**config.mk**
```make
export PLATFORM = sky130hd
export DESIGN_NAME = sra_sum_ram
export DESIGN_NICKNAME = d
export VERILOG_FILES = /design/src/hdl/sra_pkg.sv /design/src/hdl/sra_sum_ram.sv
export SDC_FILE = /design/constraint.sdc
export NUM_CORES = 2
export LEC_CHECK = 0
export BUFFER_PORTS_ARGS = -buffer_cell sky130_fd_sc_hd__buf_4
export CAP_MARGIN = 10
export CORE_MARGIN = 5
export CORE_UTILIZATION = 45
export DETAILED_ROUTE_END_ITERATION = 8
export PLACE_DENSITY_LB_ADDON = 0.1
export SKIP_LAST_GASP = 1
export SYNTH_ARGS = -nofsm -noshare
export SYNTH_HDL_FRONTEND = slang
export SYNTH_SLANG_ARGS = --single-unit
```
**constraint.sdc**
```tcl
create_clock -name i_clk -period 5.4 [get_ports i_clk]
set_input_delay 0.54 -clock i_clk [delete_from_list [all_inputs] [get_ports i_clk]]
set_output_delay 0.54 -clock i_clk [all_outputs]
set_load 0.02 [all_outputs]
```
**src/hdl/sra_pkg.sv**
```systemverilog
// ----------------------------------------------------------------------------
// sra_pkg
// shared types and constants of the sparse row accumulator
// ----------------------------------------------------------------------------
package sra_pkg;

    localparam int COLUMN_W     = 6;
    localparam int VALUE_W      = 16;
    localparam int OUT_SUM_W    = 48;
    localparam int IN_TDATA_W   = 40;
    localparam int OUT_TDATA_W  = 56;
    localparam int OUT_PAD_W    = OUT_TDATA_W - COLUMN_W - OUT_SUM_W;

    localparam int NUM_COLS_DEF   = 64;
    localparam int VALUE_BITS_DEF = 16;
    localparam int ACC_BITS_DEF   = 48;

    localparam int OQ_DEPTH = 4;
    localparam int OQ_PTR_W = 2;
    localparam int OQ_CNT_W = 3;

    localparam logic OP_TERM    = 1'b0;
    localparam logic OP_END_ROW = 1'b1;

    typedef enum logic [1:0] {
        ST_IDLE  = 2'b01,
        ST_DRAIN = 2'b10
    } t_state;

    typedef struct packed {
        logic                        last;
        logic                        has_entry;
        logic signed [OUT_SUM_W-1:0] sum;
        logic [COLUMN_W-1:0]         column;
    } t_out_word;

endpackage

```
**src/hdl/sra_sum_ram.sv**
```systemverilog
// ----------------------------------------------------------------------------
// sra_sum_ram
// column sum memory, one write and one registered read port
// ----------------------------------------------------------------------------
module sra_sum_ram
    import sra_pkg::*;
#(
    parameter int DEPTH = NUM_COLS_DEF,
    parameter int WIDTH = ACC_BITS_DEF,
    localparam int ADDR_W = $clog2(DEPTH)
) (
    input  logic              i_clk,
    input  logic              i_wr_en,
    input  logic [ADDR_W-1:0] i_wr_addr,
    input  logic [WIDTH-1:0]  i_wr_data,
    input  logic              i_rd_en,
    input  logic [ADDR_W-1:0] i_rd_addr,
    output logic [WIDTH-1:0]  o_rd_data
);

    logic [WIDTH-1:0] r_mem [DEPTH];
    logic [WIDTH-1:0] r_rd_data;

    always_ff @(posedge i_clk) begin
        if (i_wr_en) begin
            r_mem[i_wr_addr] <= i_wr_data;
        end
    end

    always_ff @(posedge i_clk) begin
        if (i_rd_en) begin
            r_rd_data <= r_mem[i_rd_addr];
        end
    end

    assign o_rd_data = r_rd_data;

endmodule

```
### After elaboration in Yosys (flattened, before gate mapping)

Memory sizes are Yosys's and may differ from the RTL's. A register that Yosys moved wholly into a read port is not among the register bits.
Index checks and enable logic that the tools add are counted.
Widths: inputs -> output; s select.

| storage, ports and cells | value |
|---|---|
| register bits after elaboration | 0 |
| bits in writable memories | 3072 |
| input bits | 63 |
| word-level logic and storage cells | 3 |
| memories | 1 |

| operators by class | value |
|---|---|
| multiplexer cells | 2 |

Memories:

| memory | depth | bits a word | read ports | clocked after Yosys merged registers in | wr ports | RTL line | source |
|---|---|---|---|---|---|---|---|
| r_mem | 64 | 48 | 1 | 1 | 1 | sra_sum_ram.sv:21 | `logic [WIDTH-1:0] r_mem [DEPTH];` |

Operator list:

| operator | number |
|---|---|
| $mux 1 | 2 |

### Depth between registers and ports, before layout

| depth | value |
|---|---|
| word-level depth | 2 |
| depth in mapped cells | 9 |
| depth with buffers taken out | 5 |

### Least setup slack after synthesis

OpenSTA, ideal clock, no wires.

| path | value |
|---|---|
| path type | input port to flip-flop |
| start point | input i_wr_addr[3] |
| end point | memory r_mem[48][0] in the netlist's numbering (enable) |
| library setup time | 513 ps |
| arrival | 4312 ps |
| data required time | 4887 ps |
| setup slack | 575 ps |
| cell stages on the path | 4 |
| buffers on the path | 1 |
| cells stage by stage | clkbuf_1 nor2b_1 nand4b_1 nor3_1 |

RTL lines:

| item | RTL line | source |
|---|---|---|
| start, declared | sra_sum_ram.sv:14 | `input logic [ADDR_W-1:0] i_wr_addr,` |
| end, declared | sra_sum_ram.sv:21 |  |

No word-level cell before the write port.

==> reports/results.txt <==
CP Data Arrival Time -> 3.62 ns
Setup Skew -> 0.06001 ns
initial core utilization -> 45.24%
port bufs -> 110
vias per cell -> 6.249
Final min period -> 3.015 ns
DR top layer -> met5
actual slew at the worst max-slew pin -> 1.275 ns
setup_tns -> 0 ns
global-route wire length before repair -> 466.5 mm
clock sink count -> 3120
pre-CTS setup slack -> 1.388 ns
met3 wire len -> 22.45 mm
fin area -> 134400 um2
Avg WL per Cell -> 36.97 um
Syn Nets -> 5033
post-layout util -> 51.71%
DR pass1 iterations -> 5
final setup fails -> 0
Fin. Hold Viols -> 0
Seq/Total Area, Yosys -> 79.67%
drt drc -> 0
CTS max path bufs -> 4
#FFs+latches synth -> 3120
htree depth -> 5
status -> completed
I/O pin cnt -> 111
FP Rows -> 187
latest clock arrival within the worst-skew pair -> 0.93 ns
clock buffers created by TritonCTS -> 339
core area -> 259900 um2
Avg Cell Area, Syn -> 23.66 um2
global route overflow -> 0
Die ar. -> 271600 um2
WL met2 -> 164.9 mm
Hold WC Path Type -> input port to flip-flop
leakage -> 0.04155 uW
vias -> 56.82k
Worst Setup End Kind -> flip-flop
Post-CTS Setup Bufs -> 0
CTS tree -> done
vias in the first global route -> 57.78k
hold_buf cts -> 0
CTS resizes -> 0
Nets -> 5423
synth cell count leaders -> edfxtp_1 (3120), mux4_2 (754), nor2_1 (132)
DP HPWL -> 187.7 mm
Initial DRC Count -> 6177
Post-DRT Antenna Nets -> 0
RSZ-0062 raised after global routing -> no
dpl cell area -> 124200 um2
clock slew at reported path FFs -> 0.06 ns
Critical Path RT -> 6.00 ns
cell taking the most area after synthesis -> edfxtp_1
routed metal-1 wirelength -> 140.6 mm
Synth cell types -> 35
Mapped Area -> 117600 um2
Routed WL -> 336.1 mm
FMAX -> 331.7 MHz
Final Wtd Congestion -> 0.7787
top cells by area, synth -> edfxtp_1 (80%), mux4_2 (14%), o22ai_1 (0.65%)
reg2reg setup slack -> 2.79 ns
Post-synth EDFFs -> 3120
Die H -> 521.2 um
FILL cells -> 20.28k
Slew headroom -> 14.84%
CP Class -> input port to flip-flop
Max-cap violations -> 0
initial antenna violation count -> 27
share of the synthesized area in the top cell type -> 79.67%
total power -> 51170 uW
GRT Total Usage -> 24.55%
worst setup margin -> 2.385 ns
count leader, synth -> edfxtp_1
pin count of the biggest net entering global routing -> 113
final period utilization -> 55.83%
fin. max-slew vios -> 0
Pwr Density -> 380.7 nW/um2
die width -> 521.2 um
cell count after synthesis -> 4970
CP Launch Type -> input port
Yosys warnings -> 0
Root Buffer -> clkbuf_16
Most used DFF post-synth -> edfxtp_1
worst-path fanout max -> 59
layout cell share with drive strength beyond 1 -> 28.91%
VDD IR-drop max -> 0.0003465 V
Post-synth ARST share -> 0%
P&R area growth vs syn -> 14.30%
-- layout make-up --
cell class                 instances  area (um2)  share of cell area, %
clock inverter                   152        1294                 0.9625
sequential                      3120       93690                  69.70
clock buffer                     419        8932                  6.646
antenna                            7       17.52                0.01303
multi-input combinational       1568       22940                  17.07
timing repair buffer             331        3166                  2.355
tap                             3496        4374                  3.254
-- per-layer routing --
layer / up-vias / track usage, %
met1: 31600 / 35.27
met5: - / 0
li1: 22360 / -
met3: 512 / 3.667
met2: 2333 / 40.17
met4: 12 / 5.767
-- through the flow --
step | instances | hold WS [ns]
after detailed placement | 8515 | 0.8496
after global routing | 9088 | 0.1139
final | 9093 | 0.1366
after CTS | 9086 | 0.08630
after floorplan | 4970 | 0.6389
after global placement | 8514 | 0.8387
-- final timing paths --
path / end / from / cells past startpoint
worst max register to register: o_rd_data[37]$_DFFE_PP_ / r_mem[27][37]$_DFFE_PP_ / 4
worst max-delay path: o_rd_data[37]$_DFFE_PP_ / i_rd_addr[1] / 6
worst min register to register: o_rd_data[4]$_DFFE_PP_ / r_mem[58][4]$_DFFE_PP_ / 4
worst min-delay path: r_mem[9][34]$_DFFE_PP_ / i_wr_data[34] / 1
-- power by group --
part / internal [uW] / switching (uW)
Sequential: 26900 / 102
Clock: 12700 / 9110
Combinational: 885 / 1540
-- flip-flops by register name, summed over array words and instances, names as in the netlist --
name       cells
o_rd_data     48
r_mem       3072
-- cells by family (layout without fill, tap and decap cells) --
logic type             Yosys count  in the layout  share of synthesized area [%]
multiplexers                   829            829                          15.09
buffers and inverters          282            902                          1.274
AND/OR/NAND/NOR                253            253                         0.9533
AO/OA/AOI/OAI                  486            486                          3.012
flip-flops                    3120           3120                          79.67
other                            0              7                              0
-- cell usage in the layout (no fill, tap or decap), drive strengths merged, types with 12 or more instances in the layout --
| master | n |
|---|---|
| o221ai | 28 |
| nor2b | 24 |
| a22oi | 72 |
| edfxtp | 3120 |
| mux2 | 12 |
| bufinv | 21 |
| a221oi | 83 |
| a21oi | 74 |
| mux2i | 63 |
| a211oi | 32 |
| buf | 331 |
| o22ai | 122 |
| clkinvlp | 14 |
| nor2 | 132 |
| mux4 | 754 |
| clkbuf | 419 |
| clkinv | 114 |
| a22o | 57 |
| nand2 | 55 |
-- critical path, cell delays in order --
cell and delay (ns):
buf_8 0.48, buf_4 0.61, mux4_2 0.41, a22o_1 0.25, a221oi_1 0.97, a221oi_1 0.24
Note: power is estimated with default switching activity, not from simulation.
