<file path="src/hdl/sra_pkg.sv">
// ----------------------------------------------------------------------------
// sra_pkg
// shared types and constants of the sparse row accumulator
// ----------------------------------------------------------------------------
package sra_pkg;

    localparam int COLUMN_W     = 6;
    localparam int VALUE_W      = 16;
    localparam int OUT_SUM_W    = 48;
    localparam int IN_TDATA_W   = 40;
    localparam int OUT_TDATA_W  = 56;
    localparam int OUT_PAD_W    = OUT_TDATA_W - COLUMN_W - OUT_SUM_W;

    localparam int NUM_COLS_DEF   = 64;
    localparam int VALUE_BITS_DEF = 16;
    localparam int ACC_BITS_DEF   = 48;

    localparam int OQ_DEPTH = 4;
    localparam int OQ_PTR_W = 2;
    localparam int OQ_CNT_W = 3;

    localparam logic OP_TERM    = 1'b0;
    localparam logic OP_END_ROW = 1'b1;

    typedef enum logic [1:0] {
        ST_IDLE  = 2'b01,
        ST_DRAIN = 2'b10
    } t_state;

    typedef struct packed {
        logic                        last;
        logic                        has_entry;
        logic signed [OUT_SUM_W-1:0] sum;
        logic [COLUMN_W-1:0]         column;
    } t_out_word;

endpackage

</file>
<file path="src/hdl/sra_out_queue.sv">
// ----------------------------------------------------------------------------
// sra_out_queue
// small result queue between drain logic and output stream
// ----------------------------------------------------------------------------
module sra_out_queue
    import sra_pkg::*;
(
    input  logic                i_clk,
    input  logic                i_rst_n,
    input  logic                i_push,
    input  t_out_word           i_data,
    input  logic                i_pop,
    output logic                o_valid,
    output t_out_word           o_data,
    output logic [OQ_CNT_W-1:0] o_count
);

    t_out_word           r_mem [OQ_DEPTH];
    logic [OQ_PTR_W-1:0] r_wr_ptr;
    logic [OQ_PTR_W-1:0] r_rd_ptr;
    logic [OQ_CNT_W-1:0] r_count;
    logic [OQ_CNT_W-1:0] n_count;
    logic                w_pop;

    assign w_pop = i_pop && (r_count != '0);

    always_comb begin
        n_count = r_count;
        if (i_push && !w_pop) begin
            n_count = r_count + 1'b1;
        end else if (!i_push && w_pop) begin
            n_count = r_count - 1'b1;
        end
    end

    always_ff @(posedge i_clk) begin
        if (!i_rst_n) begin
            r_wr_ptr <= '0;
            r_rd_ptr <= '0;
            r_count  <= '0;
        end else begin
            if (i_push) begin
                r_wr_ptr <= r_wr_ptr + 1'b1;
            end
            if (w_pop) begin
                r_rd_ptr <= r_rd_ptr + 1'b1;
            end
            r_count <= n_count;
        end
    end

    always_ff @(posedge i_clk) begin
        if (i_push) begin
            r_mem[r_wr_ptr] <= i_data;
        end
    end

    assign o_valid = (r_count != '0);
    assign o_data  = r_mem[r_rd_ptr];
    assign o_count = r_count;

endmodule

</file>
<file path="config.mk">
export PLATFORM = sky130hd
export DESIGN_NAME = sra_out_queue
export DESIGN_NICKNAME = d
export VERILOG_FILES = /design/src/hdl/sra_pkg.sv /design/src/hdl/sra_out_queue.sv
export SDC_FILE = /design/constraint.sdc
export NUM_CORES = 1
export LEC_CHECK = 0
export BUFFER_PORTS_ARGS = -buffer_cell sky130_fd_sc_hd__buf_4
export CORE_ASPECT_RATIO = 1.2
export CORE_MARGIN = 4
export CORE_UTILIZATION = 63
export CTS_BUF_LIST = sky130_fd_sc_hd__clkbuf_2
export DETAILED_ROUTE_END_ITERATION = 10
export GPL_TIMING_DRIVEN = 0
export HOLD_SLACK_MARGIN = 0.05
export PLACE_DENSITY = 0.95
export SETUP_SLACK_MARGIN = 0.02
export SLEW_MARGIN = 5
export SYNTH_ARGS = -nofsm -noshare
export SYNTH_HDL_FRONTEND = slang
export SYNTH_SLANG_ARGS = --single-unit
export TNS_END_PERCENT = 100
</file>
<file path="constraint.sdc">
create_clock -name i_clk -period 7.9 [get_ports i_clk]
set_clock_uncertainty 0.2 [all_clocks]
set_input_delay 0.79 -clock i_clk [delete_from_list [all_inputs] [get_ports i_clk]]
set_output_delay 0.79 -clock i_clk [all_outputs]
set_load 0.005 [all_outputs]
</file>
======== Yosys cells after proc, flatten, opt, wreduce, memory -nomap -nowiden ========
Memory sizes are Yosys's and may differ from the RTL's. A register that Yosys moved wholly into a read port is not among the register bits.
Index checks and enable logic that the tools add are counted.
Widths: inputs -> output; s select.
word-level totals
  register bits ........................... 7
  memory bits (writable) .................. 224
  input port bits ......................... 60
  output and inout bits ................... 60
  memories kept ........................... 1
memory list
  name   depth  bits a word  rd ports  clocked after Yosys merged registers in  write ports  RTL line             text
  r_mem  4      56           1         1                                        1            sra_out_queue.sv:18  t_out_word r_mem [OQ_DEPTH];
cells by class
  add/subtract/negate cells ............... 4
  muxes and demuxes ....................... 6
  reductions and logical operators ........ 7
operators by type and width
  operator             number
  $mux 3               2
  $add 2x1->2 const B  2
  $mux 2               2
  $add 3x1->3 const B  1
  $logic_and 1x1->1    3
  $reduce_bool 3->1    1
  $sub 3x1->3 const B  1
  $logic_not 1->1      2
  $mux 1               2
  $reduce_bool 2->1    1

======== Depth between registers and ports, before layout ========
Gate-level depths: netlist of the first run.
  depth after elaboration ................. 5
  mapped depth ............................ 7

======== Worst setup path after synthesis of the first run ========
OpenSTA, ideal clock, no wires.
  kind .................................... input port to flip-flop
  start ................................... in i_push
  end ..................................... mem r_mem[0][0] (netlist name), enable pin
  data arrival time ....................... 2.118 ns
  data required time ...................... 7.281 ns
  slack ................................... 5.162 ns
  stages .................................. 1
  path buffers ............................ 0
  cells stage by stage .................... and2_1
between the ends
  cells in the longest elaborated chain, start to end .. 2
ends and longest elaborated chain
  element                       RTL line             text
  from (decl)                   sra_out_queue.sv:10  input logic i_push,
  $mux 1                        sra_out_queue.sv:53  if (i_push) begin
  $mux 1 (implied by the code)  sra_out_queue.sv:54  r_mem[r_wr_ptr] <= i_data;
  to (decl)                     sra_out_queue.sv:18
Every way passes these cells.

==> run summary, run 1 <==
DP HPWL: 9450 µm
post-synthesis instance total: 334
vias in the first global route: 4815
nets@finish: 627
cell row count: 46
top cell type's share of synthesized area: 78.5%
Max Cap Viol: 0
height of the die: 136 µm
total power: 2910 µW
clk sinks: 233
Synth warnings: 0
pin count of the biggest net entering global routing: 57
Synth Register Bits: 233
grt total ovfl: 0
Main synth FF type: edfxtp_1
measured slew at the worst slew-check pin: 0.889 ns
Tcrit/Tclk final: 40.3%
mapped cell area: 8570 µm²
share of cells above drive strength 1: 44.7%
Tot GR Track Use: 22.5%
slew margin rel.: 40.7%
drt via density: 5.58
Post-synth EDFFs: 224
Avg WL per Cell: 22.3 µm
CTS tree: done
CP required: 6.91 ns
Total Die Area: 15500 µm²
Max Clk Rate: 314 MHz
slowest CP cell: mux4_2
Post-CTS Repair Setup Buffers: 0
slowest cell delay on critical path: 0.39 ns
Slew Limit Fails: 0
peak supply drop: 0.213 mV
cts bufs inserted: 50
total core area: 13300 µm²
Final Hold Viols: 0
syn avg cell area: 25.7 µm²
Starting Density: 64.4%
Post-CTS Resized: 0
Startpoint Class: register
post-layout min period: 3.18 ns
via count: 4265
Yosys top cell by area: edfxtp_1
Top Ports: 120
post-synthesis sequential area ratio: 80.6%
RSZ-0062 raised after global routing: false
Synthesized Nets: 400
cell with the most instances after synthesis: edfxtp_1
Leak: 0.00378 µW
Iter 0 DRT Violations: 242
Hold Path Class: in -> reg
clk root buf: clkbuf_2
first-pass GRT wire length: 25800 µm
Syn-to-layout area delta: 24.7%
fraction of registers with async set/reset: 0%
commonest cells in the synthesized netlist: edfxtp_1 (224), mux4_2 (56), and2_1 (9), dfxtp_1 (9)
critical path type: reg -> out
R2R Path Start: o_count[1]
clk buf depth: 3
top cells by area, synth: edfxtp_1 (79%), mux4_2 (15%), dfxtp_1 (2.1%)
final setup fails: 0
PwrDens: 273 nW/µm²
DRT antenna net count: 0
DRT Pass-1 Iters: 4
antenna violations before repair: 1
setup_tns: 0 ns
Die Wd: 114 µm
final core utilization: 80.4%
status: finished, final reports clean
Crit Path Max Fanout: 10
H-tree depth: 2
Crit. End Element: output port
Worst Hold Launch: i_rst_n
worst-skew pair later-pin latency: 0.66 ns
I/O Buffers: 119
Critical Path Most Common Cell: buf_2
final WL: 17000 µm
gpl congestion: 0.727
Clk pin slew, worst setup/hold paths: 0.10 ns
DRC: 0
critical path, cell by cell: buf_2, buf_2, mux4_2, buf_4
Synth cell types: 21
Critical Path AT: 2.19 ns
[per-stage QoR]
step           worst slack [ns]  area, µm²  hold WS [ns]  std cells
2_1_floorplan              5.16       8570         0.322        334
3_3_place_gp               4.12       9670         0.325        621
3_5_place_dp               5.25       9680         0.371        621
4_1_cts                    4.66      10600        0.0509        756
5_1_grt                    4.55      10700         0.105        764
6_report                   4.72      10700         0.193        764
[logic make-up (layout without fill, tap and decap cells)]
family,Yosys count,after routing,share of synthesized area (%)
DFF,233,233,80.6
muxes,58,58,15.0
buffers and inverters,15,276,1.62
and+or+nand+nor,13,13,0.949
adders and majority gates,6,6,0.964
xor gates and xnor gates,5,5,0.511
AOI/OAI and AO/OA,4,4,0.394
other,0,1,0
[worst paths after layout]
kind,to,slack (ns),cells past startpoint
worst max-delay path,o_data[43],4.72,4
worst min-delay path,r_rd_ptr[0],0.19,2
worst max register to register,o_count[2],5.28,7
worst min register to register,r_wr_ptr[1],0.38,2
[worst max-delay path: cells and delay by family (launching register included)]
kind                   cells  cell delay, ns
multiplexers               1            0.39
flip-flops                 1            0.35
buffers and inverters      3            0.78
[per-layer routing]
layer	part of all wire, %	global-route usage [%]	routed length [µm]
met3	4.4	4.24	745
met4	2.6	8.25	437
met1	36	25.6	6060
met5	0	0	0
met2	57	41.8	9780
[state kept, by name, indices dropped and copies added, names as in the netlist, named ones only]
name and flops:
r_mem 224, o_count 3, r_rd_ptr 2, r_wr_ptr 2
[cell type report]
class | instances | area [µm²]
inverter | 3 | 11.3
clock buffer | 72 | 360
timing repair buffer | 175 | 1450
buffer | 12 | 128
clock inverter | 14 | 81.3
fill | 634 | 2610
antenna | 1 | 2.50
sequential | 233 | 6910
multi-input combinational | 86 | 1530
tap | 168 | 210
[cells in the final DEF, fill, tap and decap left out, types with 5 or more instances in the layout]
cell,n
dlygate4sd3_1,56
ha_1,5
mux4_2,56
dfxtp_1,9
buf_2,5
edfxtp_1,224
buf_4,120
and2_1,5
clkbuf_2,72
clkinv_1,11
[report_power, final]
part / switching, µW / total (µW) / internal, µW
clock: 416 / 690 / 275
combinational: 314 / 767 / 454
sequential: 30.6 / 1460 / 1420
total: 760 / 2910 / 2150
[what timing repair did]
action | CTS | global route
setup endpoints to repair | 0 | 0
hold buffers | 49 | 7
hold endpoints to repair | 167 | 28
No activity file was read; power rests on OpenSTA's default activity.
==> inputs of run 2 (changes only) <==
CORE_UTILIZATION = 53   (was 63)
PLACE_DENSITY = 0.89   (was 0.95)
clock period = 2.8 ns   (was 7.9 ns; I/O delays follow)
==> run summary, run 2 (same netlist as run 1, synthesis figures left out) <==
hold path depth: 3
drt via density: 5.21
final WL: 17400 µm
Fin Hold WS: 0.143 ns
status: finished, final reports clean
H-tree depth: 2
I/O Buffers: 119
met1 WL: 6480 µm
worst-skew pair later-pin latency: 0.75 ns
Top Ports: 120
post-layout min period: 2.61 ns
R2R depth: 7
CP required: 2.32 ns
final setup fails: 0
DRT antenna net count: 0
Top reg by flops: r_mem
DP HPWL: 9110 µm
reg2reg end: o_count[2]
slew margin rel.: 42.3%
total core area: 15800 µm²
CTS tree: done
first-pass GRT wire length: 27200 µm
# placed instances: 661
clk sinks: 233
measured slew at the worst slew-check pin: 0.866 ns
grt total ovfl: 0
Syn-to-layout area delta: 33.5%
cts bufs inserted: 53
clk buf depth: 3
Iter 0 DRT Violations: 273
RSZ-0062 raised after global routing: false
clk root buf: clkbuf_2
Leak: 0.00409 µW
Diodes inserted: 0
Tot GR Track Use: 19.8%
Max Clk Rate: 384 MHz
Clk pin slew, worst setup/hold paths: 0.11 ns
vias in the first global route: 5102
Slew Limit Fails: 0
Max Cap Viol: 0
height of the die: 147 µm
nets@finish: 697
DRT Pass-1 Iters: 4
Total Die Area: 18300 µm²
uppermost routed layer: met4
Avg WL per Cell: 19.8 µm
Final Hold Viols: 0
R2R Path Start: o_count[0]
most frequent cells in the layout: edfxtp_1 (224), buf_4 (129), dlygate4sd3_1 (117), clkbuf_2 (81), mux4_2 (56)
share of cells above drive strength 1: 41.6%
Tcrit/Tclk final: 93.1%
cell row count: 50
peak supply drop: 0.542 mV
fillers: 931
most common cell after layout, fill and taps aside: edfxtp_1
Die Wd: 124 µm
CP endpoint: o_data[32]
Startpoint Class: register
DRC: 0
antenna violations before repair: 0
Crit Path Max Fanout: 10
Hold Path Class: in -> reg
worst reg-to-reg setup slack: 0.38 ns
Critical Path AT: 2.13 ns
PwrDens: 735 nW/µm²
critical path type: reg -> out
met3 wire length: 1000 µm
pin count of the biggest net entering global routing: 57
via count: 4589
Final Instance Count excl. Fillers: 881
Crit. End Element: output port
max reg flops: 224
Starting Density: 54.3%
met2 wire len: 9610 µm
gpl congestion: 0.704
-- run 2: cell count changes in the layout (fill, tap and decap cells not counted), sizes merged --
cell | previous run | this run
dlygate4sd3 | 56 | 117
clkinv | 13 | 16
inv | 3 | 4
clkbuf | 73 | 83
bufinv | 1 | 0
buf | 130 | 134
diode | 1 | 0
-- run 2: metal layers --
layer | global-route usage (%) | vias to the layer above
met5 | 0 | -
met4 | 6.03 | 0
met3 | 5.20 | 30
met2 | 34.6 | 172
met1 | 24.0 | 2329
li1 | - | 2058
-- run 2: final cells by class --
class / instances / area [µm²] / area share [%]
sequential: 233 / 6910 / 60.4
timing repair buffer: 242 / 2110 / 18.4
multi-input combinational: 86 / 1530 / 13.4
clock buffer: 80 / 400 / 3.50
tap: 208 / 260 / 2.28
buffer: 12 / 150 / 1.31
clock inverter: 17 / 63.8 / 0.558
inverter: 3 / 11.3 / 0.0985
-- run 2: worst min path at each step --
stage,startpoint,end,slack [ns]
after floorplan,i_data[0],r_mem[0][0],0.18
after global placement,i_data[1],r_mem[0][1],0.28
after detailed placement,i_data[30],r_mem[3][30],0.28
after CTS,i_rst_n,r_rd_ptr[0],0.08
after global routing,i_rst_n,r_rd_ptr[0],0.09
final,i_rst_n,r_rd_ptr[0],0.14
-- run 2: through the flow --
stage	cell area (µm²)	total power, µW	worst slack [ns]	utilization (%)	setup TNS [ns]
2_1_floorplan	8570	5380	0.313	-	0
3_3_place_gp	9720	6210	-0.604	61.7	-131.85
3_5_place_dp	9730	6270	0.489	61.7	0
4_1_cts	11400	8390	0.0182	72.2	0
5_1_grt	11400	8870	0.0321	72.5	0
6_report	11400	8410	0.193	72.5	0
-- run 2: worst max-delay path, stage by stage, from the launching register on --
cell	delay [ns]
dfxtp_2	0.37
buf_12	0.16
buf_12	0.16
mux4_2	0.53
buf_4	0.16
-- run 2: power breakdown --
part	switching (µW)	total, µW	internal (µW)	leakage (µW)
Sequential	85.5	4110	4020	0.00213
Combinational	891	2300	1410	0.00160
Clock	1240	2000	757	0.000362
Total	2220	8410	6190	0.00409
-- run 2: what timing repair did --
| action | CTS | global route |
|---|---|---|
| hold buffers | 117 | 0 |
| endpoints found under the hold margin | 233 | 0 |
| pin swaps | 0 | 0 |
| endpoints found under the setup margin | 12 | 41 |
| setup buffers | 0 | 6 |
| gates resized for setup | 4 | 6 |
==> inputs of run 3 (changes only) <==
CORE_UTILIZATION = 51   (was 53)
CTS_BUF_LIST = sky130_fd_sc_hd__clkbuf_16   (was sky130_fd_sc_hd__clkbuf_2)
PLACE_DENSITY = 0.86   (was 0.89)
==> run summary, run 3 (same netlist as run 1, synthesis figures left out) <==
clk root buf: clkbuf_16
R2R depth: 7
Top reg by flops: r_mem
Diodes inserted: 0
DRT Pass-1 Iters: 5
reg2reg end: o_count[2]
Max Cap Viol: 0
Critical Path Most Common Cell: buf_2
Crit Path Max Fanout: 10
worst reg-to-reg setup slack: 0.39 ns
Leak: 0.00383 µW
Post-CTS Resized: 0
Syn-to-layout area delta: 28.7%
post-layout min period: 2.43 ns
critical path type: reg -> out
peak supply drop: 0.579 mV
total core area: 16300 µm²
antenna violations before repair: 0
sequential power share: 45.2%
final WL: 15800 µm
slew margin rel.: 42.1%
post-route cell area: 11000 µm²
via count: 4072
Critical Path AT: 1.95 ns
share of cells above drive strength 1: 39.9%
drt via density: 5.33
measured slew at the worst slew-check pin: 0.869 ns
worst-skew pair later-pin latency: 0.49 ns
clk buf depth: 3
Final Hold Viols: 0
Max Clk Rate: 412 MHz
status: finished, final reports clean
Clk pwr share: 31.2%
Net Sw Frac: 23.1%
PwrDens: 822 nW/µm²
Tcrit/Tclk final: 86.7%
worst hold endpoint: r_mem[0][15]
CP required: 2.32 ns
Worst Hold Launch: i_data[15]
most frequent cells in the layout: edfxtp_1 (224), buf_4 (120), dlygate4sd3_1 (60), mux4_2 (56), clkbuf_16 (23)
Starting Density: 52.5%
clk sinks: 233
slowest cell delay on critical path: 0.37 ns
P_int: 6980 µW
cell row count: 51
DRC: 0
placed cell area: 9740 µm²
vias in the first global route: 4573
I/O Buffers: 119
H-tree depth: 1
critical path, cell by cell: buf_2, buf_2, mux4_2, buf_4
Post-CTS Repair Setup Buffers: 0
Iter 0 DRT Violations: 291
most common cell after layout, fill and taps aside: edfxtp_1
total power: 9070 µW
RSZ-0062 raised after global routing: false
Startpoint Class: register
Slew Limit Fails: 0
Crit. End Element: output port
pin count of the biggest net entering global routing: 57
Top Ports: 120
Tot GR Track Use: 16.9%
Die Wd: 126 µm
Clk pin slew, worst setup/hold paths: 0.06 ns
Avg WL per Cell: 20.6 µm
cts bufs inserted: 22
nets@finish: 603
Hold Path Class: in -> reg
slowest CP cell: mux4_2
final setup fails: 0
CTS tree: done
DRT antenna net count: 0
grt total ovfl: 0
hold path depth: 2
combinational share of power: 23.6%
switching power: 2100 µW
DP HPWL: 8950 µm
max reg flops: 224
height of the die: 150 µm
R2R Path Start: o_count[0]
Total Die Area: 18900 µm²
first-pass GRT wire length: 24800 µm
gpl congestion: 0.691
# hold bufs at CTS: 60
-- run 3: changes by cell type in the layout (fill, tap and decap cells not counted), sizes merged --
cell         before  now
bufinv            0    2
dlygate4sd3     117   60
clkbuf           83   24
clkinv           16    7
inv               4   10
buf             134  130
-- run 3: metrics by stage --
| stage | util, % | hold WS (ns) | setup WS [ns] | TNS (ns) | instances |
|---|---|---|---|---|---|
| 5_1_grt | 67.5 | 0.329 | 0.243 | 0 | 764 |
| 4_1_cts | 67.5 | 0.314 | 0.308 | 0 | 764 |
| 3_3_place_gp | 59.5 | 0.278 | -0.643 | -139.62 | 665 |
| 6_report | 67.5 | 0.331 | 0.372 | 0 | 764 |
| 2_1_floorplan | - | 0.179 | 0.313 | 0 | 334 |
| 3_5_place_dp | 59.6 | 0.285 | 0.409 | 0 | 665 |
-- run 3: cell type report --
class                   instances  area [µm²]
inverters                       3        11.3
clock inverters                16         118
plain buffers                  12         128
repair buffers                179        1490
clock buffers                  23         576
multi-input cells              86        1530
fillers                      1051        5310
well taps                     212         265
flip-flops and latches        233        6910
-- run 3: critical path: cells and delay by family (launching register included) --
kind / cells / cell delay, ns
mux: 1 / 0.37
flops: 1 / 0.32
buf+inv: 3 / 0.77
-- run 3: layer usage --
layer | vias to the layer above | GRT usage (%) | share of wire (%)
li1 | 1821 | - | -
met1 | 2098 | 21.2 | 38
met2 | 124 | 30.7 | 55
met3 | 29 | 2.82 | 4.8
met4 | 0 | 4.77 | 2.0
met5 | - | 0 | 0
-- run 3: worst max path at each step --
| stage | cells after the start | startpoint | to |
|---|---|---|---|
| 6_report | 4 | register | o_data[8] |
| 5_1_grt | 7 | o_count[1] | o_count[2] |
| 4_1_cts | 4 | register | o_data[8] |
| 3_5_place_dp | 7 | o_count[1] | o_count[2] |
| 3_3_place_gp | 3 | r_wr_ptr[0] | r_mem[0][41] |
| 2_1_floorplan | 3 | r_wr_ptr[0] | r_mem[2][0] |
-- run 3: power by group through the flow --
stage	logic [µW]	clock network, µW	registers, µW
after floorplan	1220	0	4160
after global placement	2050	0	4170
after detailed placement	2110	0	4180
after CTS	2200	2880	4100
after global routing	2310	3020	4120
final	2140	2830	4100
