--- src/hdl/sra_pkg.sv ---
// ----------------------------------------------------------------------------
// sra_pkg
// shared types and constants of the sparse row accumulator
// ----------------------------------------------------------------------------
package sra_pkg;

    localparam int COLUMN_W     = 6;
    localparam int VALUE_W      = 16;
    localparam int OUT_SUM_W    = 48;
    localparam int IN_TDATA_W   = 40;
    localparam int OUT_TDATA_W  = 56;
    localparam int OUT_PAD_W    = OUT_TDATA_W - COLUMN_W - OUT_SUM_W;

    localparam int NUM_COLS_DEF   = 64;
    localparam int VALUE_BITS_DEF = 16;
    localparam int ACC_BITS_DEF   = 48;

    localparam int OQ_DEPTH = 4;
    localparam int OQ_PTR_W = 2;
    localparam int OQ_CNT_W = 3;

    localparam logic OP_TERM    = 1'b0;
    localparam logic OP_END_ROW = 1'b1;

    typedef enum logic [1:0] {
        ST_IDLE  = 2'b01,
        ST_DRAIN = 2'b10
    } t_state;

    typedef struct packed {
        logic                        last;
        logic                        has_entry;
        logic signed [OUT_SUM_W-1:0] sum;
        logic [COLUMN_W-1:0]         column;
    } t_out_word;

endpackage

--- src/hdl/sra_term_unit.sv ---
// ----------------------------------------------------------------------------
// sra_term_unit
// product and saturating read-modify-write of one column sum
// ----------------------------------------------------------------------------
module sra_term_unit
    import sra_pkg::*;
#(
    parameter int NUM_COLS   = NUM_COLS_DEF,
    parameter int VALUE_BITS = VALUE_BITS_DEF,
    parameter int ACC_BITS   = ACC_BITS_DEF,
    localparam int COL_W = $clog2(NUM_COLS)
) (
    input  logic                i_clk,
    input  logic                i_rst_n,
    input  logic                i_valid,
    input  logic [COL_W-1:0]    i_col,
    input  logic [VALUE_W-1:0]  i_a_value,
    input  logic [VALUE_W-1:0]  i_b_value,
    input  logic [NUM_COLS-1:0] i_occupied,
    input  logic [ACC_BITS-1:0] i_rd_data,
    output logic                o_wr_en,
    output logic [COL_W-1:0]    o_wr_col,
    output logic [ACC_BITS-1:0] o_wr_data
);

    localparam int OP_W     = VALUE_W + 1;
    localparam int PROD_W   = 2 * OP_W;
    localparam int EXT_W    = (PROD_W > ACC_BITS) ? PROD_W : ACC_BITS;
    localparam int SIGN_BIT = (VALUE_BITS <= VALUE_W) ? VALUE_BITS - 1 : VALUE_W - 1;

    localparam logic signed [EXT_W-1:0] ACC_MAX_EXT =
        {{(EXT_W - ACC_BITS + 1){1'b0}}, {(ACC_BITS - 1){1'b1}}};
    localparam logic signed [EXT_W-1:0] ACC_MIN_EXT =
        {{(EXT_W - ACC_BITS + 1){1'b1}}, {(ACC_BITS - 1){1'b0}}};
    localparam logic signed [ACC_BITS-1:0] ACC_MAX = {1'b0, {(ACC_BITS - 1){1'b1}}};
    localparam logic signed [ACC_BITS-1:0] ACC_MIN = {1'b1, {(ACC_BITS - 1){1'b0}}};

    function automatic logic signed [OP_W-1:0] to_operand(input logic [VALUE_W-1:0] raw);
        logic            sgn;
        logic [OP_W-1:0] res;
        sgn = (VALUE_BITS <= VALUE_W) ? raw[SIGN_BIT] : 1'b0;
        for (int i = 0; i < VALUE_W; i++) begin
            res[i] = (i < VALUE_BITS - 1) ? raw[i] : sgn;
        end
        res[OP_W-1] = sgn;
        return $signed(res);
    endfunction

    logic signed [OP_W-1:0]     w_op_a;
    logic signed [OP_W-1:0]     w_op_b;
    logic signed [PROD_W-1:0]   w_prod;
    logic                       r_b_valid;
    logic [COL_W-1:0]           r_b_col;
    logic signed [PROD_W-1:0]   r_b_prod;
    logic                       r_fwd_valid;
    logic [COL_W-1:0]           r_fwd_col;
    logic [ACC_BITS-1:0]        r_fwd_sum;
    logic signed [EXT_W-1:0]    w_prod_ext;
    logic signed [ACC_BITS-1:0] w_prod_sat;
    logic signed [ACC_BITS-1:0] w_prev;
    logic signed [ACC_BITS:0]   w_sum;
    logic signed [ACC_BITS-1:0] w_sum_sat;
    logic [ACC_BITS-1:0]        w_wr_data;

    // multiply stage
    assign w_op_a = to_operand(i_a_value);
    assign w_op_b = to_operand(i_b_value);
    assign w_prod = PROD_W'(w_op_a) * PROD_W'(w_op_b);

    always_ff @(posedge i_clk) begin
        if (!i_rst_n) begin
            r_b_valid   <= 1'b0;
            r_fwd_valid <= 1'b0;
        end else begin
            r_b_valid   <= i_valid;
            r_fwd_valid <= r_b_valid;
        end
    end

    always_ff @(posedge i_clk) begin
        r_b_col   <= i_col;
        r_b_prod  <= w_prod;
        r_fwd_col <= r_b_col;
        r_fwd_sum <= w_wr_data;
    end

    // accumulate stage
    assign w_prod_ext = EXT_W'(r_b_prod);

    always_comb begin
        priority if (w_prod_ext > ACC_MAX_EXT) begin
            w_prod_sat = ACC_MAX;
        end else if (w_prod_ext < ACC_MIN_EXT) begin
            w_prod_sat = ACC_MIN;
        end else begin
            w_prod_sat = ACC_BITS'(w_prod_ext);
        end
    end

    // write of the previous cycle is not yet in the read data
    assign w_prev = (r_fwd_valid && r_fwd_col == r_b_col) ? $signed(r_fwd_sum)
                                                          : $signed(i_rd_data);
    assign w_sum  = (ACC_BITS + 1)'(w_prev) + (ACC_BITS + 1)'(w_prod_sat);

    always_comb begin
        if (w_sum[ACC_BITS] != w_sum[ACC_BITS-1]) begin
            w_sum_sat = w_sum[ACC_BITS] ? ACC_MIN : ACC_MAX;
        end else begin
            w_sum_sat = w_sum[ACC_BITS-1:0];
        end
    end

    assign w_wr_data = i_occupied[r_b_col] ? w_sum_sat : w_prod_sat;

    assign o_wr_en   = r_b_valid;
    assign o_wr_col  = r_b_col;
    assign o_wr_data = w_wr_data;

endmodule

--- config.mk ---
export PLATFORM = sky130hd
export DESIGN_NAME = sra_term_unit
export DESIGN_NICKNAME = d
export VERILOG_FILES = /design/src/hdl/sra_pkg.sv /design/src/hdl/sra_term_unit.sv
export SDC_FILE = /design/constraint.sdc
export NUM_CORES = 1
export LEC_CHECK = 0
export ABC_AREA = 1
export BUFFER_PORTS_ARGS = -buffer_cell sky130_fd_sc_hd__buf_2
export CAP_MARGIN = 20
export CORE_MARGIN = 8
export CORE_UTILIZATION = 60
export CTS_CLUSTER_DIAMETER = 50
export DETAILED_ROUTE_END_ITERATION = 10
export GPL_TIMING_DRIVEN = 0
export PLACE_DENSITY_LB_ADDON = 0.12
export SLEW_MARGIN = 20
export SYNTH_ARGS = -nofsm -noshare
export SYNTH_HDL_FRONTEND = slang
export SYNTH_SLANG_ARGS = --single-unit
export TNS_END_PERCENT = 1
--- constraint.sdc ---
create_clock -name i_clk -period 11.2 [get_ports i_clk]
set_clock_uncertainty 0.1 [all_clocks]
set_input_delay 2.8 -clock i_clk [delete_from_list [all_inputs] [get_ports i_clk]]
set_output_delay 2.8 -clock i_clk [all_outputs]
set_load 0.01 [all_outputs]
== Word level (Yosys, flattened, before mapping) ==
Index checks and enable logic that the tools add are counted.

* Register bits after elaboration: 94
* Bits of input ports: 153
* Output and inout bits: 55
* Word-level logic and storage cells: 22

* Add/subtract/negate cells: 1
* Multipliers: 1
* $lt $le $gt $ge: 3
* Equal/unequal tests: 2
* Multiplexer cells: 8
* Reductions and logical operators: 1

{| class="wikitable"
|+ Operator list
! kind !! count
|-
| 48-bit two-way mux || 6
|-
| 48-bit by 48-bit adder with 49-bit output || 1
|-
| 32-bit by 48-bit > comparator with 1-bit output, second input constant || 1
|-
| 32-bit by 48-bit less-than comparator with 1-bit output, second input constant || 1
|-
| 16-bit by 16-bit multiplier with 32-bit output || 1
|-
| 6-bit by 7-bit less-than comparator with 1-bit output, second input constant || 1
|-
| 1-bit binary-select mux with 6-bit select || 1
|-
| 6-bit equality test || 1
|-
| 1-bit logical AND || 1
|-
| 1-bit two-way mux || 1
|-
| 1-bit != test || 1
|}

== Longest topological paths before layout ==
Gate-level depths: netlist (run 1).

* Word-level depth: 7
* Gate-level depth with buffers: 29
* Gate-level depth less buffers: 27

== Worst setup path before layout (run 1) ==
No wires, ideal clock.

* Path type: in2reg
* Start: input i_a_value[5]
* End: register r_b_prod[19]
* Data arrival time: 7.974 ns
* Required time: 10.973 ns
* Path slack: 2.999 ns
* Cell stages on the path: 22
* Path through: clkbuf_1 -> clkbuf_1 -> nand2_1 -> fa_1 -> inv_1 -> fa_1 -> inv_1 -> fa_1 -> inv_1 -> fa_1 -> fa_1 -> inv_1 -> fa_1 -> inv_1 -> ha_1 -> nand2_1 -> nand2_1 -> a31oi_1 -> nand3_1 -> a21boi_0 -> o21ai_0 -> xor2_1

* Cells in the longest elaborated chain, start to end: 1

{| class="wikitable"
|+ RTL lines
! element !! RTL line !! source
|-
| start: declaration || sra_term_unit.sv:17 || <nowiki>input logic [VALUE_W-1:0] i_a_value,</nowiki>
|-
| 16-bit by 16-bit multiplier with 32-bit output || sra_term_unit.sv:68 || <nowiki>assign w_prod = PROD_W'(w_op_a) * PROD_W'(w_op_b);</nowiki>
|-
| net w_prod[19] || sra_term_unit.sv:51 || <nowiki>logic signed [PROD_W-1:0] w_prod;</nowiki>
|-
| end signal: assignment || sra_term_unit.sv:82 || <nowiki>r_b_prod <= w_prod;</nowiki>
|-
| end: declaration || sra_term_unit.sv:54 || <nowiki>logic signed [PROD_W-1:0] r_b_prod;</nowiki>
|}

The timed path passes the listed nets, and every way through them passes these cells.
A chain may end at the register's enable or synchronous reset.

== Worst setup path after layout (run 1) ==
Ends and elaborated chain as after synthesis.

==> summary.txt, run 1 <==
Die W -> 189.7 um
GRT Max-Usage Layer -> met2
min-delay worst type -> reg2reg
status -> completed
slowest stage cell, crit path -> clkbuf_1
RSZ-0062 raised after global routing -> no
largest net degree at the start of global routing -> 20
Seq/Total Area, Yosys -> 0.1039
DRT Pass-1 Iters -> 5
num rows -> 63
HPWL after DPL -> 48.03 mm
PostCTS Resize Cnt -> 0
FF+latch count, synth -> 94
via count of the first global-routing pass -> 17290
TritonCTS clock tree -> yes
Worst Setup Start Kind -> primary input
layout cells sized above 1 -> 0.1234
Area Growth Syn to Fin -> 9.550%
Peak Freq -> 0.1115 GHz
min cycle time layout -> 8.970 ns
final setup vio count -> 0
Area contributors post-synth -> fa_1 (29%), nand2_1 (14%), inv_1 (12%), dfxtp_1 (10%), ha_1 (9.0%)
initial core utilization -> 0.6093
met2 usage -> 0.5505
crit-path leading delay family -> adder cells
full die area -> 0.03599 mm2
Cell Area, Synth -> 0.01811 mm2
CTS H-tree lvls -> 3
CTS Root Cell -> clkbuf_16
max incr delay on CP -> 0.64 ns
post-synth top area share -> 0.2908
Routed WL -> 55.64 mm
worst-path cell chain -> clkbuf_1 -> clkbuf_1 -> nand2_1 -> fa_1 -> inv_1 -> fa_1 -> inv_1 -> fa_1 -> inv_1 -> fa_1 -> fa_1 -> inv_1 -> fa_1 -> inv_1 -> ha_1 -> nand2_1 -> nand2_1 -> a31oi_1 -> nand3_1 -> a21boi_0 -> o21ai_0 -> xor2_1
port bufs -> 183
antenna violations before repair -> 0
Top FF cell, synth -> dfxtp_1
met1 usage -> 0.3768
clock input transition at the sequential cells of the worst setup and hold paths -> 0.07 ns
hold_buf cts -> 0
Final Wtd Congestion -> 0.9975
CTS Sinks -> 94
via count -> 16540
WS Path Type -> in2reg
CP Buf/Inv Count -> 7
synth warn -> 0
GRT Total Usage -> 0.3124
most frequent cells in the layout -> nand2_1 (660), inv_1 (596), fa_1 (263), buf_2 (197), nor2_1 (163)
setup bufs post-CTS -> 0
Die Y -> 189.7 um
Worst EP required -> 11.34 ns
Vias/cell -> 5.341
Overflow after GRT -> 0
dominant cell type by area after synthesis -> fa_1
final worst slack -> 2.230 ns
crit end category -> flop
peak fanout along the critical path -> 10
routed len/inst -> 17.97 um
M3 GR Usage -> 0.03680
clk_lat worst skew -> 0.36 ns
Ant. Diodes -> 0
Syn Area/Cell -> 7.222 um2
Net Count, Synth -> 3053
slew margin rel. -> 0.3808
Post-synth EDFFs -> 0
Final Cycle Share -> 0.8009
final slew viol count -> 0
Num CTS Buffers -> 9
Post-synth ARST share -> 0
max cap viols -> 0
pre-CTS setup slack -> 1.929 ns
Post-Syn Instances -> 2507
DR DRC count -> 0
Hold Violations, Final -> 0
Tightest Pin Transition -> 0.9190 ns
io pins -> 208
Most common cell on crit path -> fa_1
CP arrival -> 9.11 ns
first-pass GRT wire length -> 89.15 mm
most common cell after layout, fill and taps aside -> nand2_1
core area -> 0.02972 mm2
final antenna-violating net count -> 0
Setup Total Neg Slack -> 0 ns
nets -> 3247
Starting DRT DRC Count -> 930
Netlist cell types -> 48
Longest Clk Path Bufs -> 2
## cells in the mapped netlist (all sizes together) (47+ instances only)
library cell and instances:
ha 130, mux2 48, nor2 173, a21oi 108
dfxtp 94, nand3 126, clkbuf 55, xor2 55
inv 601, fa 263, o21ai 47, nand2 676
## worst paths after layout
path,startpoint,end,slack [ns],cells past startpoint
max reg2reg,o_wr_col[0],r_fwd_sum[18],6.38,25
max,i_a_value[5],r_b_prod[19],2.23,22
min,o_wr_col[2],r_fwd_col[2],0.28,0
min reg2reg,o_wr_col[2],r_fwd_col[2],0.28,0
## sequential cells by signal, indices dropped and copies added, names as in the netlist
signal	cells
r_fwd_sum	48
r_b_prod	32
o_wr_col	6
r_fwd_col	6
o_wr_en	1
r_fwd_valid	1
## stage by stage
step | util | std cells | instance area, um2 | hold slack (ns)
4_1_cts | 0.6675 | 3096 | 19840 | 0.2765
6_report | 0.6675 | 3096 | 19840 | 0.2751
5_1_grt | 0.6675 | 3096 | 19840 | 0.2811
3_5_place_dp | 0.6565 | 3080 | 19510 | 0.2665
3_3_place_gp | 0.6565 | 3080 | 19510 | 0.2709
2_1_floorplan | - | 2507 | 18110 | 0.2903
## worst reg2reg max path, cell delays in order (launching register included)
cell and delay (ns):
dfxtp_1 0.42, buf_4 0.19, inv_4 0.06, buf_6 0.14, or2_1 0.20, nand3_1 0.09
a2111oi_2 0.05, nand2_1 0.10, buf_2 0.36, mux2_2 0.40, ha_1 0.25, fa_1 0.51
nand3_1 0.14, nand2_2 0.12, nand2_1 0.10, nand2_2 0.08, nand2_1 0.09, nand2_2 0.09
nand2_1 0.14, nand3_2 0.09, nand2_1 0.07, nand2_1 0.06, nand2_2 0.15, buf_2 0.26
nand2_1 0.08, a21oi_1 0.35
## layout make-up
cell class	count	area (um2)
Multi-Input combinational cell	1729	13550
Tap cell	390	488.0
Inverter	601	2261
Clock buffer	9	225.2
Clock inverter	7	100.1
Sequential cell	94	1882
Timing Repair Buffer	183	915.9
Fill cell	2684	9882
Buffer	83	416.7
## per-layer routing
| metal | share of wire | wire length (um) |
|---|---|---|
| met5 | 0 | 0 |
| met4 | 0.051 | 2862 |
| met3 | 0.057 | 3194 |
| met2 | 0.49 | 27120 |
| met1 | 0.40 | 22470 |
## cells by family after synthesis
logic type / Yosys count / synth area share
simple gates: 1019 / 0.2298
buf+inv: 684 / 0.1479
fa+ha+maj: 393 / 0.3806
compound gates: 199 / 0.06993
flops: 94 / 0.1039
xor+xnor: 70 / 0.03386
mux: 48 / 0.03400
Power of run 1 is left out: the tool's default activity adds up to more than one toggle a clock period on the data nets, which glitch-free logic cannot reach.
==> inputs of run 2 (changes only) <==
--- a/config.mk
+++ b/config.mk
@@ -9,7 +9,7 @@
 export BUFFER_PORTS_ARGS = -buffer_cell sky130_fd_sc_hd__buf_2
 export CAP_MARGIN = 20
 export CORE_MARGIN = 8
-export CORE_UTILIZATION = 60
+export CORE_UTILIZATION = 56
 export CTS_CLUSTER_DIAMETER = 50
 export DETAILED_ROUTE_END_ITERATION = 10
 export GPL_TIMING_DRIVEN = 0
==> constraint.sdc (replaced) <==
create_clock -name i_clk -period 7.4 [get_ports i_clk]
set_clock_uncertainty 0.1 [all_clocks]
set_input_delay 1.85 -clock i_clk [delete_from_list [all_inputs] [get_ports i_clk]]
set_output_delay 1.85 -clock i_clk [all_outputs]
set_load 0.01 [all_outputs]
==> run 2 against run 1 <==
Effect of this change: register-to-register slack got worse by 3.7 ns; critical path depth unchanged; count of clock-buffer cells in the layout unchanged.
==> summary.txt, run 2 (synthesis results as in run 1) <==
Area Growth Syn to Fin -> 10.66%
slew margin rel. -> 0.3924
Top Metal Used -> met4
initial core utilization -> 0.5622
RSZ-0062 raised after global routing -> yes
HPWL after DPL -> 48.10 mm
CP arrival -> 7.38 ns
CTS Root Cell -> clkbuf_16
CTS Sinks -> 94
Overflow after GRT -> 0
Longest Clk Path Bufs -> 2
status -> completed
Die Y -> 195.8 um
port bufs -> 183
most common cell after layout, fill and taps aside -> nand2_1
Largest register FFs -> 48
min cycle time layout -> 7.219 ns
clk_lat worst skew -> 0.37 ns
num rows -> 66
Worst EP required -> 7.56 ns
met1 wire length -> 22.19 mm
Peak Freq -> 0.1385 GHz
Routed WL -> 55.24 mm
final setup vio count -> 0
full die area -> 0.03834 mm2
utilization after layout -> 0.6221
Vias/cell -> 5.222
DR DRC count -> 0
Worst Setup Start Kind -> primary input
largest net degree at the start of global routing -> 20
Top Registers -> r_fwd_sum: 48 flops, r_b_prod: 32 flops
min-delay worst type -> reg2reg
Die W -> 195.8 um
core area -> 0.03221 mm2
CTS H-tree lvls -> 3
GRT Total Usage -> 0.2939
Ant. Diodes -> 0
io pins -> 208
Final Wtd Congestion -> 0.9722
first-pass GRT wire length -> 89.29 mm
nets -> 3247
final slew viol count -> 0
Hold Violations, Final -> 0
DRT Pass-1 Iters -> 7
Starting DRT DRC Count -> 1076
final antenna-violating net count -> 0
layout cells sized above 1 -> 0.1467
peak fanout along the critical path -> 10
WS Path Type -> in2reg
max cap viols -> 0
Largest Register -> r_fwd_sum
Tightest Pin Transition -> 0.9019 ns
Num CTS Buffers -> 9
routed len/inst -> 17.74 um
clock input transition at the sequential cells of the worst setup and hold paths -> 0.07 ns
Final Cycle Share -> 0.9755
via count of the first global-routing pass -> 17090
pre-CTS setup slack -> -0.9516 ns
WL met3 -> 3.539 mm
via count -> 16260
TritonCTS clock tree -> yes
antenna violations before repair -> 0
most frequent cells in the layout -> nand2_1 (660), inv_1 (596), fa_1 (260), buf_2 (198), nor2_1 (163)
WL met2 -> 27.45 mm
final worst slack -> 0.1810 ns
crit end category -> flop
[run 2: cell types whose count changed in the layout (fill, tap and decap cells not counted), moves of 3 or more]
cell / previous run / this run
clkbuf_4: 0 / 13
buf_6: 7 / 10
fa_1: 263 / 260
clkbuf_2: 0 / 30
buf_4: 5 / 10
fa_2: 0 / 3
clkbuf_1: 55 / 2
[run 2: area by class of cell]
cell class | count | area (um2)
Inverter | 601 | 2261
Tap cell | 408 | 510.5
Fill cell | 3097 | 12170
Buffer | 82 | 549.3
Timing Repair Buffer | 184 | 938.4
Multi-Input combinational cell | 1729 | 13580
Clock inverter | 7 | 86.33
Sequential cell | 94 | 1882
Clock buffer | 9 | 225.2
[run 2: path summary, 6_finish.rpt]
check,from,to,cells past startpoint,slack [ns]
max,i_b_value[11],r_b_prod[31],22,0.18
min,o_wr_col[5],r_fwd_col[5],0,0.29
max reg2reg,o_wr_col[0],r_fwd_sum[20],25,2.67
min reg2reg,o_wr_col[5],r_fwd_col[5],0,0.29
[run 2: routing by layer]
metal  vias up  global-route usage
met4         0              0.1168
li1       7864                   -
met1      7753              0.3551
met5         -                   0
met2       539              0.5221
met3       105             0.04095
[run 2: timing repair]
item,4_1_cts,5_1_grt
pin swaps,1,1
setup endpoints to repair,17,11
hold buffers,0,0
resized for setup,60,58
buffers inserted,0,1
[run 2: critical path, stage by stage]
cell and delay, ns:
clkbuf_2 0.23, clkbuf_4 0.28, nand2_1 0.09, fa_1 0.50
inv_1 0.06, fa_1 0.52, fa_1 0.52, fa_1 0.54
fa_1 0.56, inv_1 0.06, fa_1 0.52, inv_1 0.04
ha_1 0.35, a21oi_2 0.20, o21ai_0 0.11, a21oi_1 0.19
nand3_2 0.16, a21o_1 0.24, nand2_1 0.08, inv_1 0.05
o21bai_1 0.12, nand2_1 0.08
[run 2: metrics by stage]
step	hold WS, ns	cell area (um2)	std cells	TNS [ns]
after floorplan	0.2903	18110	2507	0
after global placement	0.2838	19530	3098	-11.51
after detailed placement	0.2847	19530	3098	-12.77
after CTS	0.2944	19930	3113	-0.0006777
after global routing	0.3035	20040	3114	-0.04617
final	0.2926	20040	3114	0
Power of run 2 is left out for the same reason.
==> inputs of run 3 (changes only) <==
--- a/config.mk
+++ b/config.mk
@@ -14,6 +14,7 @@
 export DETAILED_ROUTE_END_ITERATION = 10
 export GPL_TIMING_DRIVEN = 0
 export PLACE_DENSITY_LB_ADDON = 0.12
+export REMOVE_ABC_BUFFERS = 1
 export SLEW_MARGIN = 20
 export SYNTH_ARGS = -nofsm -noshare
 export SYNTH_HDL_FRONTEND = slang
==> run 3 against run 2 <==
Effect of this change: register-to-register slack lost 0.12 ns; count of clock-buffer cells in the layout grew 1; routed wire length shrank 8.8%; non-clock buffer count shrank 50; global-route usage shrank 2.8 points; sequential share of layout area grew 0.20 points; first-iteration DRC count shrank 24%; cell count shrank 1.6%; via count shrank 2.2%.
==> summary.txt, run 3 (synthesis results as in run 1) <==
status -> completed
Largest Register -> r_fwd_sum
DRT Pass-1 Iters -> 5
nets -> 3197
max incr delay on CP -> 0.57 ns
CP arrival -> 7.30 ns
DR DRC count -> 0
via count -> 15900
via count of the first global-routing pass -> 16620
FILL cells -> 3114
worst hold slack -> 0.3163 ns
CTS H-tree lvls -> 3
Worst EP required -> 7.56 ns
Vias/cell -> 5.188
Multi-input gate area -> 0.01359 mm2
port bufs -> 207
Longest Clk Path Bufs -> 2
Starting DRT DRC Count -> 815
utilization after layout -> 0.6120
peak fanout along the critical path -> 16
Largest register FFs -> 48
num rows -> 66
HPWL after DPL -> 43.61 mm
crit-path leading delay family -> adder cells
worst-path cell chain -> buf_2 -> or2_2 -> fa_1 -> fa_1 -> inv_1 -> fa_1 -> fa_1 -> fa_1 -> inv_1 -> fa_1 -> inv_1 -> ha_1 -> a21o_1 -> a21oi_1 -> o21ai_0 -> a221oi_2 -> nand2_1 -> nand2_1 -> nand2_1
core area -> 0.03221 mm2
io pins -> 208
Tightest Pin Transition -> 0.9196 ns
CTS Sinks -> 94
final antenna-violating net count -> 0
min cycle time layout -> 7.147 ns
hold_buf cts -> 0
slowest stage cell, crit path -> fa_1
Overflow after GRT -> 0
Die W -> 195.8 um
Top Registers -> r_fwd_sum: 48 flops, r_b_prod: 32 flops
max cap viols -> 0
Worst Setup Start Kind -> primary input
Hold Violations, Final -> 0
slew margin rel. -> 0.3861
crit end category -> flop
Most common cell on crit path -> fa_1
Ant. Diodes -> 0
Final Cycle Share -> 0.9658
Peak Freq -> 0.1399 GHz
largest net degree at the start of global routing -> 44
CTS Root Cell -> clkbuf_16
CP Buf/Inv Count -> 4
final setup vio count -> 0
pre-CTS setup slack -> -0.5345 ns
min-delay worst type -> reg2reg
layout cells sized above 1 -> 0.1318
TritonCTS clock tree -> yes
Num CTS Buffers -> 9
clock input transition at the sequential cells of the worst setup and hold paths -> 0.07 ns
initial core utilization -> 0.5622
RSZ-0062 raised after global routing -> no
final slew viol count -> 0
final worst slack -> 0.2531 ns
WS Path Type -> in2reg
Area Growth Syn to Fin -> 8.859%
most frequent cells in the layout -> nand2_1 (659), inv_1 (595), fa_1 (260), buf_2 (203), nor2_1 (163)
Final Wtd Congestion -> 0.9913
antenna violations before repair -> 0
clk_lat worst skew -> 0.36 ns
first-pass GRT wire length -> 82.83 mm
Seq. cell area -> 0.001891 mm2
Routed WL -> 50.38 mm
Die Y -> 195.8 um
routed len/inst -> 16.44 um
full die area -> 0.03834 mm2
GRT Total Usage -> 0.2659
most common cell after layout, fill and taps aside -> nand2_1
run 3: cell types whose count changed in the layout (fill, tap and decap cells not counted), sizes merged:
cell    previous run  this run
inv              606       601
clkbuf            55        14
buf              220       212
clkinv             0         5
bufinv             1         0
run 3: metrics by stage:
stage	TNS [ns]	area, um2	std cells
6_report	0	19710	3064
5_1_grt	0	19710	3064
4_1_cts	0	19620	3059
3_5_place_dp	-19.20	19300	3041
3_3_place_gp	-94.09	19240	3039
2_1_floorplan	-6.059	17690	2424
run 3: worst paths after layout:
| check | end | slack, ns | depth (start not counted) | startpoint |
|---|---|---|---|---|
| worst max-delay path | r_b_prod[30] | 0.25 | 19 | i_a_value[0] |
| worst min-delay path | r_fwd_col[5] | 0.32 | 0 | o_wr_col[5] |
| worst max register to register | r_fwd_sum[18] | 2.55 | 22 | o_wr_col[0] |
| worst min register to register | r_fwd_col[5] | 0.32 | 0 | o_wr_col[5] |
run 3: final cells by class:
class                      count  share of cell area
sequential                    94             0.09592
tap                          408             0.02590
timing repair buffer         216             0.05935
clock inverter                 6            0.002412
multi-input combinational   1729              0.6896
inverter                     601              0.1152
clock buffer                  10             0.01162
run 3: worst reg2reg max path: stages, from the launching register on:
cell       delay [ns]
dfxtp_4          0.42
inv_6            0.22
or2_1            0.13
nand3_1          0.08
a2111oi_2        0.33
nand2_4          0.21
buf_16           0.26
mux2_2           0.32
ha_1             0.28
fa_2             0.45
nand3_1          0.13
nand2_2          0.12
nand2_1          0.10
nand2_2          0.08
nand2_1          0.09
nand2_2          0.09
nand2_1          0.20
nand3_2          0.12
nand2_1          0.08
nand2_1          0.12
nand2_8          0.24
nand2_1          0.11
a21oi_1          0.45
run 3: repair_timing:
action	CTS	global route
pin swaps	1	2
setup buffers	2	5
gates resized for setup	6	16
endpoints found under the setup margin	50	58
run 3: routing by layer:
| layer | vias up | GRT usage | wire length (um) |
|---|---|---|---|
| met5 | - | 0 | 0 |
| met4 | 0 | 0.06625 | 984 |
| met3 | 54 | 0.03187 | 2926 |
| met2 | 447 | 0.4693 | 24360 |
| met1 | 7641 | 0.3422 | 22110 |
| li1 | 7755 | - | - |
Power of run 3 is left out for the same reason.
